$ cat config.mk
export PLATFORM = sky130hd
export DESIGN_NAME = isc_walk
export DESIGN_NICKNAME = d
export VERILOG_FILES = /design/src/rtl/isc_pkg.sv /design/src/rtl/isc_walk.sv
export SDC_FILE = /design/constraint.sdc
export NUM_CORES = 1
export LEC_CHECK = 0
export BUFFER_PORTS_ARGS = -buffer_cell sky130_fd_sc_hd__buf_4
export CELL_PAD_IN_SITES_DETAIL_PLACEMENT = 1
export CELL_PAD_IN_SITES_GLOBAL_PLACEMENT = 2
export CORE_UTILIZATION = 39
export CTS_BUF_LIST = sky130_fd_sc_hd__clkbuf_8
export DETAILED_ROUTE_END_ITERATION = 8
export MAX_ROUTING_LAYER = met4
export PLACE_DENSITY = 0.94
export RECOVER_POWER = 50
export SETUP_SLACK_MARGIN = 0.2
export SYNTH_ARGS = -nofsm -noshare
export SYNTH_HDL_FRONTEND = slang
export SYNTH_SLANG_ARGS = --single-unit
$ cat constraint.sdc
create_clock -name clk -period 10.8 [get_ports clk]
set_input_delay 1.08 -clock clk [delete_from_list [all_inputs] [get_ports clk]]
set_output_delay 1.08 -clock clk [all_outputs]
set_load 0.02 [all_outputs]
$ cat src/rtl/isc_pkg.sv
// isc_pkg: shared types, constants and the modular add for the increasing
// subsequence counter; used by isc_walk, isc_row and the top level
`default_nettype none

package isc_pkg;

  localparam int COUNT_W = 23;
  localparam int VALUE_W = 11;
  localparam int LEN_W   = 4;

  localparam int MAX_VALUE_DEF = 1024;
  localparam int MAX_LEN_DEF   = 8;

  localparam logic [COUNT_W-1:0] COUNT_MOD = COUNT_W'(5000000);
  localparam logic [LEN_W-1:0]   LEN_RESET = LEN_W'(2);

  // per-cycle commands from the walk sequencer to the row memories
  typedef struct packed {
    logic rd_en;
    logic acc_clr;
    logic acc_en;
    logic wr_upd;
    logic wr_clr;
    logic done;
    logic done_last;
  } isc_ctl_t;

  // a and b are both below the modulus
  function automatic logic [COUNT_W-1:0] add_mod(input logic [COUNT_W-1:0] a,
                                                 input logic [COUNT_W-1:0] b);
    logic [COUNT_W:0] s;
    s = {1'b0, a} + {1'b0, b};
    if (s >= {1'b0, COUNT_MOD}) begin
      s = s - {1'b0, COUNT_MOD};
    end
    return s[COUNT_W-1:0];
  endfunction

endpackage

`default_nettype wire

$ cat src/rtl/isc_walk.sv
// isc_walk: sequencer for the tree walks shared by all rows (clear sweep,
// prefix query, point update) and the input handshake; uses isc_pkg
`default_nettype none

module isc_walk #(
  parameter int MAX_VALUE = isc_pkg::MAX_VALUE_DEF
) (
  input  wire                              clk,
  input  wire                              rst_n,
  input  wire                              in_valid,
  output logic                             in_stall,
  input  wire [isc_pkg::VALUE_W-1:0]       in_value,
  input  wire                              in_is_last,
  input  wire                              out_free,
  output isc_pkg::isc_ctl_t                ctl,
  output logic [$clog2(MAX_VALUE)-1:0]     rd_addr,
  output logic [$clog2(MAX_VALUE)-1:0]     wr_addr
);

  localparam int AW = $clog2(MAX_VALUE);
  localparam int IW = $clog2(MAX_VALUE + 1);

  typedef enum logic [2:0] {ST_CLEAR, ST_IDLE, ST_QUERY, ST_UPD, ST_FIN} state_t;

  state_t        state_r, state_nxt;
  logic [IW:0]   idx_r, idx_nxt;
  logic [IW-1:0] v_r, v_nxt;
  logic          last_r, last_nxt;
  logic [AW-1:0] clr_addr_r, clr_addr_nxt;
  logic          q_vld_r, q_vld_nxt;
  logic          u_vld_r, u_vld_nxt;
  logic [AW-1:0] wr_addr_r, wr_addr_nxt;

  logic [IW:0]   lowbit;
  logic [IW-1:0] v_sat;

  assign lowbit  = idx_r & (~idx_r + (IW+1)'(1));
  assign rd_addr = AW'(idx_r - (IW+1)'(1));
  assign wr_addr = (state_r == ST_CLEAR) ? clr_addr_r : wr_addr_r;
  assign in_stall = (state_r != ST_IDLE);

  // out-of-range values saturate into 1..MAX_VALUE
  always_comb begin
    if (in_value == '0) begin
      v_sat = IW'(1);
    end else if (int'(in_value) > MAX_VALUE) begin
      v_sat = IW'(MAX_VALUE);
    end else begin
      v_sat = IW'(in_value);
    end
  end

  always_comb begin
    state_nxt    = state_r;
    idx_nxt      = idx_r;
    v_nxt        = v_r;
    last_nxt     = last_r;
    clr_addr_nxt = clr_addr_r;
    wr_addr_nxt  = wr_addr_r;
    q_vld_nxt    = 1'b0;
    u_vld_nxt    = 1'b0;

    ctl           = '0;
    ctl.acc_en    = q_vld_r;
    ctl.wr_upd    = u_vld_r;
    ctl.wr_clr    = (state_r == ST_CLEAR);

    case (state_r)
      ST_CLEAR: begin
        clr_addr_nxt = clr_addr_r + AW'(1);
        if (clr_addr_r == AW'(MAX_VALUE - 1)) begin
          clr_addr_nxt = '0;
          state_nxt    = ST_IDLE;
        end
      end
      ST_IDLE: begin
        if (in_valid) begin
          v_nxt       = v_sat;
          last_nxt    = in_is_last;
          idx_nxt     = {1'b0, v_sat} - (IW+1)'(1);
          ctl.acc_clr = 1'b1;
          state_nxt   = ST_QUERY;
        end
      end
      ST_QUERY: begin
        // sum of nodes covering 1..v-1
        if (idx_r != '0) begin
          ctl.rd_en = 1'b1;
          q_vld_nxt = 1'b1;
          idx_nxt   = idx_r - lowbit;
        end else begin
          idx_nxt   = {1'b0, v_r};
          state_nxt = ST_UPD;
        end
      end
      ST_UPD: begin
        // read node now, write it back in the next cycle
        if (idx_r <= (IW+1)'(MAX_VALUE)) begin
          ctl.rd_en   = 1'b1;
          u_vld_nxt   = 1'b1;
          wr_addr_nxt = rd_addr;
          idx_nxt     = idx_r + lowbit;
        end else begin
          state_nxt = ST_FIN;
        end
      end
      ST_FIN: begin
        if (!last_r || out_free) begin
          ctl.done      = 1'b1;
          ctl.done_last = last_r;
          state_nxt     = last_r ? ST_CLEAR : ST_IDLE;
        end
      end
      default: begin
        state_nxt = ST_CLEAR;
      end
    endcase
  end

  always_ff @(posedge clk) begin
    if (!rst_n) begin
      state_r    <= ST_CLEAR;
      clr_addr_r <= '0;
      q_vld_r    <= 1'b0;
      u_vld_r    <= 1'b0;
    end else begin
      state_r    <= state_nxt;
      clr_addr_r <= clr_addr_nxt;
      q_vld_r    <= q_vld_nxt;
      u_vld_r    <= u_vld_nxt;
    end
    idx_r     <= idx_nxt;
    v_r       <= v_nxt;
    last_r    <= last_nxt;
    wr_addr_r <= wr_addr_nxt;
  end

endmodule

`default_nettype wire

==> PnR_summary.wiki <==
{| class="wikitable"
! Metric !! Value
|-
| Final ANT Viol Nets || 0
|-
| Wire length of the first global-routing pass || 14.6 mm
|-
| Kind of start point of the critical path || flip-flop
|-
| Vias in the first global route || 2909
|-
| Share of layout cells above drive strength 1 || 0.137
|-
| Clock-pin slew reported for the worst setup and hold paths after clock tree synthesis || 0.11 ns
|-
| Final critical delay including setup and external delays || 5.05 ns
|-
| Placeable core area || 8180 um^2
|-
| Proportion of power drawn by flip-flops and latches || 0.546
|-
| Total Die Area || 8760 um^2
|-
| Fraction of registers with async set or reset after synthesis || 0
|-
| Switching power of the nets || 0.0872 mW
|-
| Max Freq || 198 MHz
|-
| Number of failing hold endpoints at the final stage || 0
|-
| Max capacitance violation total || 0
|-
| Number of sinks handled by clock tree synthesis || 49
|-
| Clk buf depth || 2
|-
| Proportion of netlist area held by the largest area contributor || 0.312
|-
| Average routed wire per standard cell || 17.2 um
|-
| RSZ-0062 raised after global routing || false
|-
| Critical path start-end classification || reg2out
|-
| Post-CTS setup buffer count || 0
|-
| Source-to-sink clock delay at the later pin of the worst-skew pair || 0.32 ns
|-
| Power, Total || 0.370 mW
|-
| Kind of capture point of the worst setup path || primary output
|-
| Number of cells upsized or downsized after cts || 0
|-
| Worst slew slack as a fraction of its limit || 0.256
|-
| Synth Net Count || 403
|-
| Overall die height || 93.6 um
|-
| Count of final setup violators || 0
|-
| Global placement routability congestion || 0.877
|-
| Initial Utilization || 0.400
|-
| Top cells by area, synth || sky130_fd_sc_hd__edfxtp_1, sky130_fd_sc_hd__dfxtp_1, sky130_fd_sc_hd__nand2_1
|-
| Count of synthesis-stage warnings from yosys || 0
|-
| TritonCTS clock tree || done
|-
| Count of mapped cells out of synthesis || 377
|-
| Post-synth EDFFs || 34
|-
| Power density normalized to cell area || 101 nW/um^2
|-
| Accumulated negative setup slack || 0 ns
|-
| Number of buffers added to fix hold violations after cts || 0
|-
| Data required time of the worst path || 9.72 ns
|-
| Standby leakage power || 1.38 nW
|-
| Vias || 2767
|-
| Relative contribution of the clock network to total power || 0.385
|-
| Pins Over Slew Limit || 0
|-
| Register area share after synthesis || 0.404
|-
| Overall routed net length || 8.82 mm
|-
| Period utilisation layout || 0.467
|-
| Sw Share || 0.235
|-
| Number of I/O pins || 44
|-
| Worst ir drop on vdd || 0.0602 mV
|-
| Htree depth || 2
|-
| Worst Tran Pin Value || 1.11 ns
|-
| Arrival time worst endpoint || 3.97 ns
|-
| Flop-to-flop setup slack || 6.45 ns
|-
| Flop and latch count out of synthesis || 49
|-
| Post-synthesis area per instance || 8.68 um^2
|-
| Logic pwr share || 0.069
|-
| Number of antenna diodes || 0
|-
| Vias/cell || 5.38
|-
| Nets@finish || 434
|-
| Violated checks || design-rule violations
|-
| Cell-internal power || 0.283 mW
|-
| Number of antenna violations at the first check in global routing || 0
|-
| Number of distinct library cells after synthesis || 58
|-
| Summed instance area of the synthesized netlist || 3270 um^2
|-
| CTS Root Buffer Type || sky130_fd_sc_hd__clkbuf_8
|-
| Post-DP HPWL || 6.78 mm
|-
| Clock skew || 0.0185 ns
|-
| Most area-hungry cell type in the Yosys netlist || sky130_fd_sc_hd__edfxtp_1
|-
| Leading register cell type out of synthesis || sky130_fd_sc_hd__edfxtp_1
|-
| Count of port buffers added during placement || 43
|-
| Global-route usage over all layers || 0.222
|-
| DR DRC count || 1
|-
| Pre-CTS setup slack || 7.02 ns
|-
| Result of the run || complete, but fails checks
|-
| First-pass detailed-route iteration total || 6
|-
| Area after detailed placement || 3640 um^2
|-
| CTS buffer count || 5
|-
| Remaining global-route overflow || 0
|-
| Initial detailed-routing violation count || 149
|-
| Min setup slack post-route || 5.75 ns
|-
| Die outline width || 93.6 um
|-
| Max Fanout on Critical Path || 11
|-
| Maximum number of pins on one net before global-route repair || 19
|-
| Summed area of non-filler cells in the final layout || 3660 um^2
|-
| Count of standard-cell rows || 33
|-
| Layout-stage area growth over the synthesis result || 11.7%
|-
| Classification of the worst-slack hold path || reg2reg
|}
## state kept, by name, summed over array words and instances (netlist names)
| signal | flops |
|---|---|
| idx_r | 12 |
| state_r | 3 |
| last_r | 1 |
| u_vld_r | 1 |
| v_r | 11 |
| wr_addr_r | 10 |
| clr_addr_r | 10 |
| q_vld_r | 1 |
## per-layer routing
metal | vias to the layer above | global-route usage | wire [um]
met5 | - | - | 0
met3 | 14 | 0.0358 | 274
li1 | 1384 | - | -
met2 | 67 | 0.361 | 4340
met4 | 0 | 0.0885 | 190
met1 | 1302 | 0.276 | 4020
## logic make-up after synthesis
kind of cell	Yosys count	share of synthesized area
simple gates	176	0.270
buf+inv	37	0.0516
xor+xnor	26	0.0696
flops	49	0.404
fa+ha+maj	10	0.0382
compound gates	74	0.151
mux	5	0.0157
## through the flow
stage	hold slack, ns	util	instances
2_1_floorplan	0.466	-	377
3_3_place_gp	0.509	0.445	506
3_5_place_dp	0.528	0.445	506
4_1_cts	0.540	0.459	514
5_1_grt	0.578	0.447	514
6_report	0.539	0.447	514
## path summary, 6_finish.rpt
check	startpoint	endpoint	cells after the start
worst min register to register	clr_addr_r[9]	clr_addr_r[9]	2
worst max-delay path	idx_r[0]	ctl[6]	8
worst max register to register	idx_r[0]	idx_r[4]	9
worst min-delay path	clr_addr_r[9]	clr_addr_r[9]	2
## cell usage after synthesis (2+ instances only)
cell,number
sky130_fd_sc_hd__o22ai_1,3
sky130_fd_sc_hd__o221ai_1,4
sky130_fd_sc_hd__edfxtp_1,34
sky130_fd_sc_hd__or2_2,3
sky130_fd_sc_hd__o21ai_0,19
sky130_fd_sc_hd__and3_1,6
sky130_fd_sc_hd__mux2i_1,4
sky130_fd_sc_hd__a31oi_1,3
sky130_fd_sc_hd__nor2_1,35
sky130_fd_sc_hd__a22oi_1,3
sky130_fd_sc_hd__xor2_1,12
sky130_fd_sc_hd__o31ai_1,3
sky130_fd_sc_hd__dfxtp_1,15
sky130_fd_sc_hd__nand4_1,4
sky130_fd_sc_hd__nand2b_1,4
sky130_fd_sc_hd__ha_1,10
sky130_fd_sc_hd__or4_1,2
sky130_fd_sc_hd__nand2_1,70
sky130_fd_sc_hd__nor4_1,4
sky130_fd_sc_hd__a211oi_1,2
sky130_fd_sc_hd__clkbuf_1,12
sky130_fd_sc_hd__buf_4,4
sky130_fd_sc_hd__nand3_1,5
sky130_fd_sc_hd__a21oi_1,23
sky130_fd_sc_hd__o21a_1,2
sky130_fd_sc_hd__nor3_1,10
sky130_fd_sc_hd__buf_6,2
sky130_fd_sc_hd__or3_1,6
sky130_fd_sc_hd__buf_1,2
sky130_fd_sc_hd__nor2b_1,11
sky130_fd_sc_hd__a311oi_1,2
sky130_fd_sc_hd__and2_1,3
sky130_fd_sc_hd__xnor2_1,14
sky130_fd_sc_hd__nor4_4,2
sky130_fd_sc_hd__inv_1,16
## critical path, cell delays in order (launching register included)
cell and delay, ns:
sky130_fd_sc_hd__edfxtp_1 0.55, sky130_fd_sc_hd__inv_1 0.20, sky130_fd_sc_hd__ha_1 0.26, sky130_fd_sc_hd__nor3b_1 0.77
sky130_fd_sc_hd__nand2_4 0.13, sky130_fd_sc_hd__nor4_1 0.93, sky130_fd_sc_hd__or2b_1 0.46, sky130_fd_sc_hd__o21ai_0 0.16
sky130_fd_sc_hd__buf_4 0.19
## cells in the final DEF (no fill, tap or decap), types with 10 or more instances in the layout
cell / count
sky130_fd_sc_hd__inv_1: 16
sky130_fd_sc_hd__xnor2_1: 14
sky130_fd_sc_hd__edfxtp_1: 34
sky130_fd_sc_hd__buf_4: 33
sky130_fd_sc_hd__nor2b_1: 11
sky130_fd_sc_hd__ha_1: 10
sky130_fd_sc_hd__a21oi_1: 23
sky130_fd_sc_hd__nand2_1: 70
sky130_fd_sc_hd__nor2_1: 35
sky130_fd_sc_hd__xor2_1: 12
sky130_fd_sc_hd__nor3_1: 10
sky130_fd_sc_hd__dfxtp_1: 15
sky130_fd_sc_hd__o21ai_0: 19
## power groups by stage
stage                     combinational, mW  clock (mW)  sequential [mW]
after floorplan                      0.0144           0            0.206
after global placement               0.0249           0            0.206
after detailed placement             0.0258           0            0.206
after CTS                            0.0261       0.144            0.202
after global routing                 0.0288       0.152            0.202
final                                0.0257       0.143            0.202
## final cells by class
cell class | instances | area, um^2
Multi-Input combinational cell | 291 | 1730
Fill cell | 1008 | 4520
Timing Repair Buffer | 44 | 297
Inverter | 17 | 63.8
Clock inverter | 3 | 47.5
Clock buffer | 5 | 68.8
Sequential cell | 49 | 1320
Tap cell | 105 | 131
(Power assumes the default switching activity.)
